File: src/design/edmf_pkg.sv
`timescale 1ns / 1ps

package edmf_pkg;

    localparam int WINDOW_SIZE = 5;

    localparam int ECHO_W    = 16;
    localparam int DIST_W    = 15;
    localparam int SAMPLES_W = 5;
    localparam int CFG_IDX_W = 2;
    localparam int CFG_DATA_W = 15;

    localparam int SCALE_W     = 9;
    localparam int SCALE_SHIFT = 10;
    localparam logic [SCALE_W-1:0] SCALE_NUM = 9'd281;
    localparam int PROD_W = ECHO_W + SCALE_W;

    localparam int CNT_W = $clog2(WINDOW_SIZE + 1);
    localparam int IDX_W = (WINDOW_SIZE > 1) ? $clog2(WINDOW_SIZE) : 1;

    localparam int QUEUE_DEPTH = 2;
    localparam int QPTR_W = $clog2(QUEUE_DEPTH);
    localparam int QCNT_W = $clog2(QUEUE_DEPTH + 1);

    localparam logic [CFG_IDX_W-1:0] REG_MIN_VALID = 2'd0;
    localparam logic [CFG_IDX_W-1:0] REG_AVOID     = 2'd1;
    localparam logic [CFG_IDX_W-1:0] REG_EMERGENCY = 2'd2;

    localparam logic [DIST_W-1:0] MIN_VALID_RESET = 15'd32;
    localparam logic [DIST_W-1:0] AVOID_RESET     = 15'd480;
    localparam logic [DIST_W-1:0] EMERGENCY_RESET = 15'd240;

    typedef struct packed {
        logic              reject;
        logic [DIST_W-1:0] distance;
    } edmf_item_t;

    typedef struct packed {
        logic [DIST_W-1:0] avoid;
        logic [DIST_W-1:0] emergency;
    } edmf_thresh_t;

endpackage

File: src/design/edmf_front.sv
`timescale 1ns / 1ps

module edmf_front
    import edmf_pkg::*;
(
    input  logic              s_valid,
    output logic              s_ready,
    input  logic [ECHO_W-1:0] s_echo_width_us,
    input  logic [DIST_W-1:0] min_valid_distance,
    output logic              push_valid,
    output edmf_item_t        push_item,
    input  logic              push_ready
);

    logic [PROD_W-1:0] product;
    logic [DIST_W-1:0] distance;

    // width * 281 / 1024, max 17983
    assign product  = PROD_W'(s_echo_width_us) * PROD_W'(SCALE_NUM);
    assign distance = product[SCALE_SHIFT +: DIST_W];

    assign push_item.distance = distance;
    assign push_item.reject   = (s_echo_width_us == '0) || (distance < min_valid_distance);
    assign push_valid         = s_valid;
    assign s_ready            = push_ready;

endmodule

File: src/design/edmf_queue.sv
`timescale 1ns / 1ps

module edmf_queue
    import edmf_pkg::*;
(
    input  logic       aclk,
    input  logic       aresetn,
    input  logic       push_valid,
    output logic       push_ready,
    input  edmf_item_t push_item,
    output logic       pop_valid,
    input  logic       pop_ready,
    output edmf_item_t pop_item
);

    edmf_item_t         entry_reg [QUEUE_DEPTH];
    logic [QPTR_W-1:0]  wr_ptr_reg;
    logic [QPTR_W-1:0]  rd_ptr_reg;
    logic [QCNT_W-1:0]  fill_reg;
    logic [QCNT_W-1:0]  fill_next;
    logic               do_push;
    logic               do_pop;

    assign push_ready = (fill_reg != QCNT_W'(QUEUE_DEPTH));
    assign pop_valid  = (fill_reg != '0);
    assign pop_item   = entry_reg[rd_ptr_reg];
    assign do_push    = push_valid && push_ready;
    assign do_pop     = pop_valid && pop_ready;

    always_comb begin
        fill_next = fill_reg;
        if (do_push && !do_pop) begin
            fill_next = fill_reg + QCNT_W'(1);
        end else if (do_pop && !do_push) begin
            fill_next = fill_reg - QCNT_W'(1);
        end
    end

    always_ff @(posedge aclk) begin
        if (!aresetn) begin
            wr_ptr_reg <= '0;
            rd_ptr_reg <= '0;
            fill_reg   <= '0;
        end else begin
            fill_reg <= fill_next;
            if (do_push) begin
                wr_ptr_reg <= (wr_ptr_reg == QPTR_W'(QUEUE_DEPTH - 1)) ?
                              '0 : wr_ptr_reg + QPTR_W'(1);
            end
            if (do_pop) begin
                rd_ptr_reg <= (rd_ptr_reg == QPTR_W'(QUEUE_DEPTH - 1)) ?
                              '0 : rd_ptr_reg + QPTR_W'(1);
            end
        end
    end

    always_ff @(posedge aclk) begin
        if (do_push) begin
            entry_reg[wr_ptr_reg] <= push_item;
        end
    end

endmodule

File: src/design/edmf_back.sv
`timescale 1ns / 1ps

module edmf_back
    import edmf_pkg::*;
(
    input  logic                 aclk,
    input  logic                 aresetn,
    input  logic                 pop_valid,
    output logic                 pop_ready,
    input  edmf_item_t           pop_item,
    input  edmf_thresh_t         thresh,
    output logic                 m_valid,
    input  logic                 m_ready,
    output logic [DIST_W-1:0]    m_median_distance,
    output logic                 m_distance_valid,
    output logic                 m_obstacle_close,
    output logic                 m_obstacle_emergency,
    output logic [SAMPLES_W-1:0] m_samples_held
);

    typedef enum logic [2:0] {
        ST_IDLE = 3'b001,
        ST_RANK = 3'b010,
        ST_EMIT = 3'b100
    } state_t;

    state_t              state_reg;
    state_t              state_next;
    logic [DIST_W-1:0]   window_reg [WINDOW_SIZE];
    logic [CNT_W-1:0]    count_reg;
    logic [IDX_W-1:0]    slot_reg;
    logic [IDX_W-1:0]    cand_reg;
    logic                valid_med_reg;
    logic [DIST_W-1:0]   lo_reg;
    logic [DIST_W-1:0]   hi_reg;

    logic                out_valid_reg;
    logic [DIST_W-1:0]   out_median_reg;
    logic                out_dvalid_reg;
    logic                out_close_reg;
    logic                out_emerg_reg;
    logic [SAMPLES_W-1:0] out_samples_reg;

    logic [DIST_W-1:0]   cand_val;
    logic [CNT_W-1:0]    rank;
    logic [CNT_W-1:0]    k_lo;
    logic [CNT_W-1:0]    k_hi;
    logic                last_cand;
    logic [DIST_W:0]     pair_sum;
    logic [DIST_W-1:0]   median;
    logic                out_free;
    logic                take;

    assign out_free  = !out_valid_reg || m_ready;
    assign pop_ready = (state_reg == ST_IDLE);
    assign take      = pop_valid && pop_ready;

    assign cand_val  = window_reg[cand_reg];
    assign k_lo      = (count_reg - CNT_W'(1)) >> 1;
    assign k_hi      = count_reg >> 1;
    assign last_cand = (CNT_W'(cand_reg) == count_reg - CNT_W'(1));
    assign pair_sum  = {1'b0, lo_reg} + {1'b0, hi_reg};
    assign median    = valid_med_reg ? pair_sum[DIST_W:1] : '0;

    // stable rank: ties broken by slot position
    always_comb begin
        rank = '0;
        for (int j = 0; j < WINDOW_SIZE; j++) begin
            if (CNT_W'(j) < count_reg) begin
                if ((window_reg[j] < cand_val) ||
                    ((window_reg[j] == cand_val) && (IDX_W'(j) < cand_reg))) begin
                    rank = rank + CNT_W'(1);
                end
            end
        end
    end

    always_comb begin
        state_next = state_reg;
        case (state_reg)
            ST_IDLE: begin
                if (take) begin
                    state_next = pop_item.reject ? ST_EMIT : ST_RANK;
                end
            end
            ST_RANK: begin
                if (last_cand) begin
                    state_next = ST_EMIT;
                end
            end
            ST_EMIT: begin
                if (out_free) begin
                    state_next = ST_IDLE;
                end
            end
            default: state_next = ST_IDLE;
        endcase
    end

    always_ff @(posedge aclk) begin
        if (!aresetn) begin
            state_reg     <= ST_IDLE;
            count_reg     <= '0;
            slot_reg      <= '0;
            cand_reg      <= '0;
            valid_med_reg <= 1'b0;
            out_valid_reg <= 1'b0;
        end else begin
            state_reg     <= state_next;
            out_valid_reg <= ((state_reg == ST_EMIT) && out_free) ||
                             (out_valid_reg && !m_ready);
            case (state_reg)
                ST_IDLE: begin
                    if (take) begin
                        cand_reg <= '0;
                        if (pop_item.reject) begin
                            count_reg     <= '0;
                            slot_reg      <= '0;
                            valid_med_reg <= 1'b0;
                        end else begin
                            valid_med_reg <= 1'b1;
                            slot_reg <= (slot_reg == IDX_W'(WINDOW_SIZE - 1)) ?
                                        '0 : slot_reg + IDX_W'(1);
                            if (count_reg != CNT_W'(WINDOW_SIZE)) begin
                                count_reg <= count_reg + CNT_W'(1);
                            end
                        end
                    end
                end
                ST_RANK: begin
                    if (!last_cand) begin
                        cand_reg <= cand_reg + IDX_W'(1);
                    end
                end
                default: ;
            endcase
        end
    end

    always_ff @(posedge aclk) begin
        if (take && !pop_item.reject) begin
            window_reg[slot_reg] <= pop_item.distance;
        end
        if (state_reg == ST_RANK) begin
            if (rank == k_lo) begin
                lo_reg <= cand_val;
            end
            if (rank == k_hi) begin
                hi_reg <= cand_val;
            end
        end
        if ((state_reg == ST_EMIT) && out_free) begin
            out_median_reg  <= median;
            out_dvalid_reg  <= valid_med_reg;
            out_close_reg   <= valid_med_reg && (median != '0) && (median <= thresh.avoid);
            out_emerg_reg   <= valid_med_reg && (median != '0) &&
                               (median <= thresh.emergency);
            out_samples_reg <= SAMPLES_W'(count_reg);
        end
    end

    assign m_valid              = out_valid_reg;
    assign m_median_distance    = out_median_reg;
    assign m_distance_valid     = out_dvalid_reg;
    assign m_obstacle_close     = out_close_reg;
    assign m_obstacle_emergency = out_emerg_reg;
    assign m_samples_held       = out_samples_reg;

    a_count_bound: assert property (@(posedge aclk) disable iff (!aresetn)
        (count_reg <= CNT_W'(WINDOW_SIZE)) && (slot_reg < IDX_W'(WINDOW_SIZE)))
        else $error("window count or slot out of range");

    a_rank_nonempty: assert property (@(posedge aclk) disable iff (!aresetn)
        (state_reg == ST_RANK) |-> (count_reg != '0) && (CNT_W'(cand_reg) < count_reg))
        else $error("ranking with empty window or candidate past count");

    a_reject_clears: assert property (@(posedge aclk) disable iff (!aresetn)
        (take && pop_item.reject) |=> (count_reg == '0) && (state_reg == ST_EMIT))
        else $error("rejected sample did not empty the window");

    a_invalid_out: assert property (@(posedge aclk) disable iff (!aresetn)
        (out_valid_reg && !out_dvalid_reg) |->
        (out_median_reg == '0) && (out_samples_reg == '0) && !out_close_reg && !out_emerg_reg)
        else $error("invalid result carries data");

    a_emit_once: assert property (@(posedge aclk) disable iff (!aresetn)
        (state_reg == ST_EMIT) && out_free |=> out_valid_reg && (state_reg == ST_IDLE))
        else $error("result not presented after emit");

endmodule

File: src/design/echo_distance_median_filter_top.sv
`timescale 1ns / 1ps

// Channel   Ports                                          Direction
// input     s_valid s_ready s_echo_width_us                in
// result    m_valid m_ready m_median_distance m_distance_valid
//           m_obstacle_close m_obstacle_emergency m_samples_held   out
// config    cfg_valid cfg_ready cfg_index cfg_data         in
//
// Front end converts and classifies in the accept cycle and writes a 2-deep queue.
// Back end takes a beat only when idle and ranks the n samples then held (1..WINDOW_SIZE),
// the rank loop testing one window entry per cycle; a rejected beat skips ranking.
// Synchronous active-low reset empties the window, queue and output register.
// A stalled result holds the back end; the queue keeps the input side open for 2 beats.

module echo_distance_median_filter_top
    import edmf_pkg::*;
(
    input  logic                  aclk,
    input  logic                  aresetn,
    input  logic                  s_valid,
    output logic                  s_ready,
    input  logic [ECHO_W-1:0]     s_echo_width_us,
    output logic                  m_valid,
    input  logic                  m_ready,
    output logic [DIST_W-1:0]     m_median_distance,
    output logic                  m_distance_valid,
    output logic                  m_obstacle_close,
    output logic                  m_obstacle_emergency,
    output logic [SAMPLES_W-1:0]  m_samples_held,
    input  logic                  cfg_valid,
    output logic                  cfg_ready,
    input  logic [CFG_IDX_W-1:0]  cfg_index,
    input  logic [CFG_DATA_W-1:0] cfg_data
);

    logic [DIST_W-1:0] min_valid_reg;
    logic [DIST_W-1:0] avoid_reg;
    logic [DIST_W-1:0] emergency_reg;
    edmf_thresh_t      thresh;

    logic       push_valid;
    logic       push_ready;
    edmf_item_t push_item;
    logic       pop_valid;
    logic       pop_ready;
    edmf_item_t pop_item;

    assign cfg_ready = 1'b1;

    always_ff @(posedge aclk) begin
        if (!aresetn) begin
            min_valid_reg <= MIN_VALID_RESET;
            avoid_reg     <= AVOID_RESET;
            emergency_reg <= EMERGENCY_RESET;
        end else if (cfg_valid && cfg_ready) begin
            case (cfg_index)
                REG_MIN_VALID: min_valid_reg <= cfg_data;
                REG_AVOID:     avoid_reg     <= cfg_data;
                REG_EMERGENCY: emergency_reg <= cfg_data;
                default: ;
            endcase
        end
    end

    assign thresh.avoid     = avoid_reg;
    assign thresh.emergency = emergency_reg;

    edmf_front u_front (
        .s_valid            (s_valid),
        .s_ready            (s_ready),
        .s_echo_width_us    (s_echo_width_us),
        .min_valid_distance (min_valid_reg),
        .push_valid         (push_valid),
        .push_item          (push_item),
        .push_ready         (push_ready)
    );

    edmf_queue u_queue (
        .aclk       (aclk),
        .aresetn    (aresetn),
        .push_valid (push_valid),
        .push_ready (push_ready),
        .push_item  (push_item),
        .pop_valid  (pop_valid),
        .pop_ready  (pop_ready),
        .pop_item   (pop_item)
    );

    edmf_back u_back (
        .aclk                 (aclk),
        .aresetn              (aresetn),
        .pop_valid            (pop_valid),
        .pop_ready            (pop_ready),
        .pop_item             (pop_item),
        .thresh               (thresh),
        .m_valid              (m_valid),
        .m_ready              (m_ready),
        .m_median_distance    (m_median_distance),
        .m_distance_valid     (m_distance_valid),
        .m_obstacle_close     (m_obstacle_close),
        .m_obstacle_emergency (m_obstacle_emergency),
        .m_samples_held       (m_samples_held)
    );

endmodule
File: config.mk
export PLATFORM = sky130hd
export DESIGN_NAME = echo_distance_median_filter_top
export DESIGN_NICKNAME = d
export VERILOG_FILES = /design/src/design/edmf_pkg.sv /design/src/design/edmf_front.sv /design/src/design/edmf_queue.sv /design/src/design/edmf_back.sv /design/src/design/echo_distance_median_filter_top.sv
export SDC_FILE = /design/constraint.sdc
export NUM_CORES = 1
export LEC_CHECK = 0
export ABC_AREA = 1
export BUFFER_PORTS_ARGS = -buffer_cell sky130_fd_sc_hd__buf_2
export CAP_MARGIN = 10
export CORE_UTILIZATION = 30
export DETAILED_ROUTE_END_ITERATION = 10
export PLACE_DENSITY_LB_ADDON = 0.25
export SLEW_MARGIN = 30
export SYNTH_ARGS = -nofsm -noshare
export SYNTH_HDL_FRONTEND = slang
export SYNTH_HIERARCHICAL = 1
export SYNTH_SLANG_ARGS = --single-unit
File: constraint.sdc
create_clock -name aclk -period 8.6 [get_ports aclk]
set_input_delay 0.86 -clock aclk [delete_from_list [all_inputs] [get_ports aclk]]
set_output_delay 0.86 -clock aclk [all_outputs]
set_load 0.05 [all_outputs]
---- Word level (Yosys, flattened, before mapping) ----
Memory sizes are Yosys's and may differ from the RTL's. A register that Yosys moved wholly into a read port is not among the register bits.
Cells that the tools add are included.
storage, ports and cells
  bits in registers ....................... 114
  latch bits .............................. 0
  bits in writable memories ............... 107
  memory bits (read-only) ................. 0
  output and inout bits ................... 26
  memories ................................ 2
cells by class
  add/sub/neg operators ................... 13
  multiply operators ...................... 1
  div/mod/pow operators ................... 0
  order comparisons ....................... 18
  equality and inequality tests ........... 20
  shifts and indexed selects .............. 0
  multiplexer cells ....................... 36
  bitwise gates (word level) .............. 0
  reductions and logical operators ........ 44
memories
  memory             words  bits a word  rd ports  clocked after Yosys merged registers in  wr ports  RTL line          source
  u_back.window_reg  5      15           6         1                                        1         edmf_back.sv:29   logic [DIST_W-1:0] window_reg [WINDOW_SIZE];
  u_queue.entry_reg  2      16           1         1                                        1         edmf_queue.sv:16  edmf_item_t entry_reg [QUEUE_DEPTH];
operators with widths
  operator                                                                     number
  15-bit less-than comparator                                                  6
  15-bit equality test                                                         5
  3-bit 2-to-1 mux                                                             20
  15-bit less-or-equal comparator                                              2
  16-bit by 9-bit multiplier with 25-bit output, second input constant         1
  3-bit by 1-bit adder with 3-bit output, second input constant                7
  15-bit by 15-bit adder with 16-bit output                                    1
  16-bit logical NOT                                                           1
  1-bit logical AND                                                            15
  15-bit 2-to-1 mux                                                            1
  15-bit nonzero test                                                          1
  1-bit by 3-bit less-than comparator with 1-bit output, first input constant  4
  2-bit by 3-bit less-than comparator with 1-bit output, first input constant  4
  2-bit AND reduction                                                          6
  1-bit 2-to-1 mux                                                             11
  3-bit one-hot mux with 3 select lines                                        1
  3-bit AND reduction                                                          3
  1-bit logical OR                                                             8
  2-bit nonzero test                                                           4
  3-bit by 2-bit equality test with 1-bit output                               2
  3-bit equality test, second input constant                                   2
  3-bit less-than comparator, first input constant                             2
  2-bit != test, second input constant                                         3
  3-bit one-hot mux with 2 select lines                                        1
  14 further kinds                                                             21

---- Depth between registers and ports, before layout ----
Gate-level depths: netlist (run 1).
An unclocked memory read counts as a cell.
  depth in word-level cells ............... 20
  depth in mapped cells ................... 34
  gate-level depth less buffers ........... 31

---- By module ----
Netlist (run 1), hierarchy kept.
modules (own cells, without submodules)
  module                           times used  cells each  area an instance (um^2)  seq. area each (um^2)
  edmf_back                        1           1135        10971.8                  5475.3
  edmf_front                       1           357         2712.6                   0.0
  echo_distance_median_filter_top  1           279         1885.6                   900.9
  edmf_queue                       1           87          1450.1                   1061.0

---- Worst setup path before layout (run 1) ----
Ideal clock, no wire load.
  kind .................................... register to register
  from .................................... register (tool-made name)
  to ...................................... register u_back.hi_reg[0] (enable)
  library setup time ...................... 0.386 ns
  arrival ................................. 5.015 ns
  path slack .............................. 3.199 ns
  cell stages (with the launch flop) ...... 33
  clock period less this slack ............ 5.401 ns
  cells stage by stage .................... dfxtp_1 -> clkbuf_1 -> inv_1 -> clkbuf_1 -> nor2_1 -> o22ai_1 -> inv_1 -> o21ai_0 -> inv_1 -> ha_1 -> nand2_1 -> nor2_1 -> a211oi_1 -> o221ai_1 -> nand2_1 -> o2111ai_1 -> o41ai_1 -> ha_1 -> nand2_1 -> nand2_1 -> ha_1 -> nand3b_1 -> nand2_1 -> inv_1 -> ha_1 -> nand2_1 -> nand2_2 -> ha_1 -> inv_1 -> nand2_1 -> nand3_1 -> nand3_1 -> nor2_1
RTL lines
  item                  RTL line          source
  end signal, assigned  edmf_back.sv:149  hi_reg <= cand_val;
  end, declared         edmf_back.sv:35   logic [DIST_W-1:0] hi_reg;

==> flow_summary.json, run 1 <==
{
  "synthArstFlopShare_pct": 0,
  "drive_above_1_share_pct": 11.0,
  "p_per_area_nw_per_um2": 266,
  "hp-class": "register to register",
  "htree_levels": 1,
  "rsz0062_at_grt": "false",
  "vdd_ir_drop_max_mv": 0.184,
  "cts_hold_buf": 0,
  "antenna_found_initial": 0,
  "antenna_cells": 0,
  "drt_wl_total_um": 44200,
  "crit_path_max_incr_delay_ps": 640,
  "max_freq_ghz": 0.148,
  "grt_pass1_wl_um": 68600,
  "drc": 0,
  "via_count": 12806,
  "grt_use_total_pct": 15.4,
  "hold_viol": 0,
  "first_iter_violations": 788,
  "period_minus_slack_ps": 6760,
  "final_max_slew_viol_count": 0,
  "maxCapViolCount": 0,
  "cts_tree": "done",
  "core.rowCount": 86,
  "core-area_um2": 55500,
  "synthFlopType": "edfxtp_1",
  "largest_register_ffs": 120,
  "yosysUniqueCellTypes": 64,
  "grt_pass1_vias": 12551,
  "worstSkewPairLatency_ps": 580,
  "cts_sinks": 270,
  "fin_skew_ps": 20.3,
  "synth.top_cells.by_count": "nand2_1, inv_1, ha_1",
  "setup_viol": 0,
  "place_congestion": 0.865,
  "whs_ps": 467,
  "hpwlAfterDp_um": 34500,
  "slew_headroom_pct": 35.8,
  "final_util_pct": 34.6,
  "status": "finished, final reports clean",
  "tns_ps": 0,
  "final_net_count": 2197,
  "p_leak_uw": 0.00868,
  "avgViaCountPerCell": 4.76,
  "drt-wirelength-per-cell_um": 16.4,
  "yosys.area.top_type": "edfxtp_1",
  "fin_crit_sh_pct": 78.6,
  "synth_seq_cells": 270,
  "crit_type": "register to register",
  "synth_edf_count": 203,
  "avgSynthCellArea_um2": 9.16,
  "dieArea_um2": 57700,
  "path_buf_inv": 7,
  "grt_max_degree": 56,
  "crit_fanout": 36,
  "synth_warnings": 6,
  "synthCells": 1858,
  "clockBufferDepth": 3,
  "io-pin-count": 64,
  "cts_made_buffers": 30,
  "cts_resized": 0,
  "grt_overflow_total": 0,
  "worstSetupEndpointType": "register",
  "synth_top_area_share_pct": 35.8,
  "tightest_slew_ps": 962,
  "area_growth_pct": 12.9,
  "synthTopCellsByArea": "edfxtp_1, ha_1, dfxtp_1",
  "cp.required_ps": 8870,
  "die_h_um": 240,
  "crit_family": "buffers and inverters",
  "start_util_pct": 30.7,
  "syn_area_um2": 17000,
  "clk_pin_slew_worst_paths_ps": 60,
  "io_buffers": 60,
  "hold_path_startpoint": "emergency_reg[7]",
  "cp_slowest_cell": "inv_1",
  "post-cts-setup-buffers": 0,
  "seq_area_frac_synth_pct": 43.7,
  "die_width_um": 240,
  "ant_nets": 0,
  "critPathArrivalTime_ps": 7030,
  "first_pass_iters": 5,
  "synthMostInstantiatedCell": "nand2_1",
  "root_buffer": "clkbuf_16",
  "start_kind": "register"
}
## path summary, 6_finish.rpt
check,endpoint,slack (ps),cells after the start
setup / recovery,u_back/hi_reg[13],1840,27
hold / removal,emergency_reg[7],470,2
setup reg to reg,u_back/hi_reg[13],1840,27
hold reg to reg,emergency_reg[7],470,2
## cells in the final DEF (no fill, tap or decap), types with 17 or more instances in the layout
cell       synthesis  final
nand2_1          313    313
nor2_1           186    182
buf_2             14     60
edfxtp_1         203    203
nand3_1           85     85
ha_1             219    219
clkbuf_16          0     30
nand4_1           25     25
o21ai_0           92     92
fa_1              23     23
a21oi_1          105    104
o22ai_1           29     29
dfxtp_1           67     66
inv_1            279    279
o21ai_1           17     17
## per-layer routing
layer | GRT usage [%] | part of all wire (%) | vias to the layer above
li1 | - | - | 6369
met1 | 20.1 | 45 | 6103
met2 | 26.5 | 48 | 284
met3 | 1.92 | 4.6 | 50
met4 | 4.25 | 2.0 | 0
met5 | 0 | 0 | -
## cell families (layout without fill, tap and decap cells)
kind of cell             count (synthesis)  count (layout)  synth area share (%)
flip-flops                             270             270                  43.7
AO/OA/AOI/OAI                          294             294                  9.82
XOR/XNOR                                14              14                 0.720
AND/OR/NAND/NOR                        681             681                  17.7
multiplexers                            16              16                  1.28
buffers and inverters                  339             420                  7.90
other                                    2               3                0.0441
adder cells (fa/ha/maj)                242             242                  18.8
## metrics by stage
step / instance area, µm² / std cells / total power (µW) / setup WS (ps)
global route: 19200 / 2688 / 5500 / 1250
detailed placement: 18200 / 2633 / 3820 / 1810
CTS: 19200 / 2688 / 5170 / 1760
finish: 19200 / 2688 / 5110 / 1840
global placement: 18100 / 2631 / 3760 / 2090
floorplan: 17000 / 1859 / 3220 / 3200
## layout make-up
class	instances	area, µm²
Inverter	291	1090
Timing Repair Buffer	74	413
Tap cell	748	936
Sequential cell	270	7440
Multi-Input combinational cell	1250	8320
Clock buffer	30	751
Clock inverter	25	277
Fill cell	5727	36300
## report_power, final
part           leakage [µW]  internal, µW  total, µW  switching [µW]
logic               0.00579           670       1980            1300
clock network      0.000492           789       1330             540
registers           0.00239          1710       1810            96.2
## worst register-to-register path: stages (launching register included)
cell	delay [ps]
dfxtp_2	420
inv_1	650
buf_4	460
o21ai_0	140
o22ai_1	170
inv_1	60
o21ai_0	510
inv_1	270
ha_1	400
nand4_1	170
o41ai_1	600
ha_1	380
nand2_1	150
nand2_1	80
ha_1	280
nand3b_1	190
nand2_1	90
inv_1	40
ha_1	260
nand2_1	100
nand2_2	70
ha_1	290
inv_1	60
nand2_1	60
nand3_1	80
nand3_1	80
nor2_1	120
buf_4	260
Note: power is estimated with default switching activity, not from simulation.
==> run 2: changes to the inputs <==
- clock period: 8.6 -> 7 ns (I/O delays scaled with it)
==> run 2 against run 1 <==
Against the previous run: power up 21%; critical path depth down 1; sequential power up 23%; wire length up 1.3%; register-to-register slack worse by 1100 ps; critical path type unchanged; final cell count up 0.37%; utilization up 0.090 points; clock skew up 0.60 ps; sequential share of layout area down 0.10 points.
==> flow_summary.json, run 2 (synthesized netlist as in run 1, its figures left out) <==
{
  "worstSetupEndpointType": "register",
  "final_cell_mix": "nand2_1, inv_1, ha_1",
  "p_per_area_nw_per_um2": 320,
  "cts_sinks": 270,
  "hp-class": "input port to register",
  "maxCapViolCount": 0,
  "die_width_um": 240,
  "core-area_um2": 55500,
  "first_pass_iters": 5,
  "final_util_pct": 34.7,
  "grt_pass1_vias": 12595,
  "post-cts-setup-buffers": 0,
  "drc": 0,
  "place_congestion": 0.856,
  "grt_overflow_total": 0,
  "critPathArrivalTime_ps": 6520,
  "postPlaceCellArea_um2": 18300,
  "cts_tree": "done",
  "dp_cells": 2641,
  "root_buffer": "clkbuf_16",
  "cts_resized": 0,
  "hold_viol": 0,
  "tightest_slew_ps": 957,
  "avgViaCountPerCell": 4.70,
  "first_iter_violations": 811,
  "fin_crit_sh_pct": 89.4,
  "area_growth_pct": 13.2,
  "dieArea_um2": 57700,
  "grt_use_total_pct": 15.8,
  "drt_wl_total_um": 44800,
  "design_area_um2": 19300,
  "cp_slowest_cell": "o21ai_0",
  "max_freq_ghz": 0.160,
  "start_kind": "register",
  "crit_fanout": 29,
  "multi_input_area_um2": 8330,
  "setup_viol": 0,
  "htree_levels": 1,
  "final_net_count": 2205,
  "grt_max_degree": 56,
  "fin_skew_ps": 20.9,
  "drive_above_1_share_pct": 11.4,
  "antenna_found_initial": 0,
  "io-pin-count": 64,
  "stdcell_count": 2698,
  "clockBufferDepth": 3,
  "regArea_um2": 7440,
  "crit_path_max_incr_delay_ps": 810,
  "period_minus_slack_ps": 6260,
  "final_max_slew_viol_count": 0,
  "slew_headroom_pct": 36.1,
  "tns_ps": 0,
  "via_count": 12681,
  "fill_cells": 5729,
  "hpwlAfterDp_um": 35000,
  "cp.required_ps": 7260,
  "status": "finished, final reports clean",
  "final_common_cell": "nand2_1",
  "p_leak_uw": 0.00874,
  "core.rowCount": 86,
  "rsz0062_at_grt": "false",
  "grt_pass1_wl_um": 70600,
  "cts_hold_buf": 0,
  "io_buffers": 60,
  "die_h_um": 240,
  "largest_register_ffs": 120,
  "cts_made_buffers": 30,
  "clk_pin_slew_worst_paths_ps": 60,
  "worstSkewPairLatency_ps": 590,
  "crit_type": "register to register",
  "vdd_ir_drop_max_mv": 0.198,
  "drt-wirelength-per-cell_um": 16.6,
  "ant_nets": 0,
  "cpMostUsedCell": "nand2_1",
  "start_util_pct": 30.7
}
run 2: changes by cell type in the layout (fill, tap and decap cells not counted), moves of 2 or more:
| cell | before | now |
|---|---|---|
| nor2_2 | 10 | 12 |
| clkinv_1 | 6 | 4 |
| buf_8 | 0 | 2 |
| clkbuf_1 | 0 | 5 |
| bufinv_16 | 5 | 0 |
| buf_4 | 12 | 16 |
| nor3_4 | 3 | 5 |
| buf_12 | 0 | 2 |
| clkbuf_8 | 0 | 6 |
| nor3_2 | 4 | 2 |
run 2: report_power, final:
| group | total [µW] | switching, µW | leakage (µW) | internal [µW] |
|---|---|---|---|---|
| clock network | 1510 | 654 | 0.000470 | 857 |
| logic | 2440 | 1610 | 0.00588 | 826 |
| registers | 2220 | 113 | 0.00239 | 2110 |
run 2: through the flow:
step	power, µW	hold WS (ps)	setup slack, ps
2_1_floorplan	3960	403	1600
3_3_place_gp	4650	452	1080
3_5_place_dp	4700	454	992
4_1_cts	6230	351	966
5_1_grt	6620	369	136
6_report	6170	372	742
run 2: metal layers:
| metal | up-vias | global-route usage, % | part of all wire, % |
|---|---|---|---|
| met3 | 50 | 1.61 | 2.9 |
| met5 | - | 0 | 0 |
| met1 | 6032 | 21.5 | 47 |
| met2 | 199 | 26.7 | 48 |
| met4 | 0 | 3.57 | 1.8 |
| li1 | 6400 | - | - |
run 2: cell type report:
| type | instances | share of cell area, % |
|---|---|---|
| well taps | 748 | 4.86 |
| multi-input cells | 1250 | 43.2 |
| diodes | 1 | 0.0130 |
| clock buffers | 41 | 4.42 |
| inverters | 291 | 5.67 |
| repair buffers | 82 | 2.66 |
| flip-flops and latches | 270 | 38.6 |
| clock inverters | 15 | 0.584 |
run 2: final timing paths:
path / cells past startpoint / startpoint / to / slack [ps]
worst max-delay path: 26 / register / u_back/hi_reg[11] / 740
worst max register to register: 26 / register / u_back/hi_reg[11] / 740
worst min-delay path: 3 / cfg_data[7] / avoid_reg[7] / 370
worst min register to register: 2 / emergency_reg[5] / emergency_reg[5] / 470
run 2: worst max-delay path: cells and delay by family, from the launching register on:
family | cells | cell delay (ps)
adders and majority gates | 5 | 1590
buffers and inverters | 5 | 1380
AOI/OAI and AO/OA | 4 | 1300
and+or+nand+nor | 12 | 1270
DFF | 1 | 390
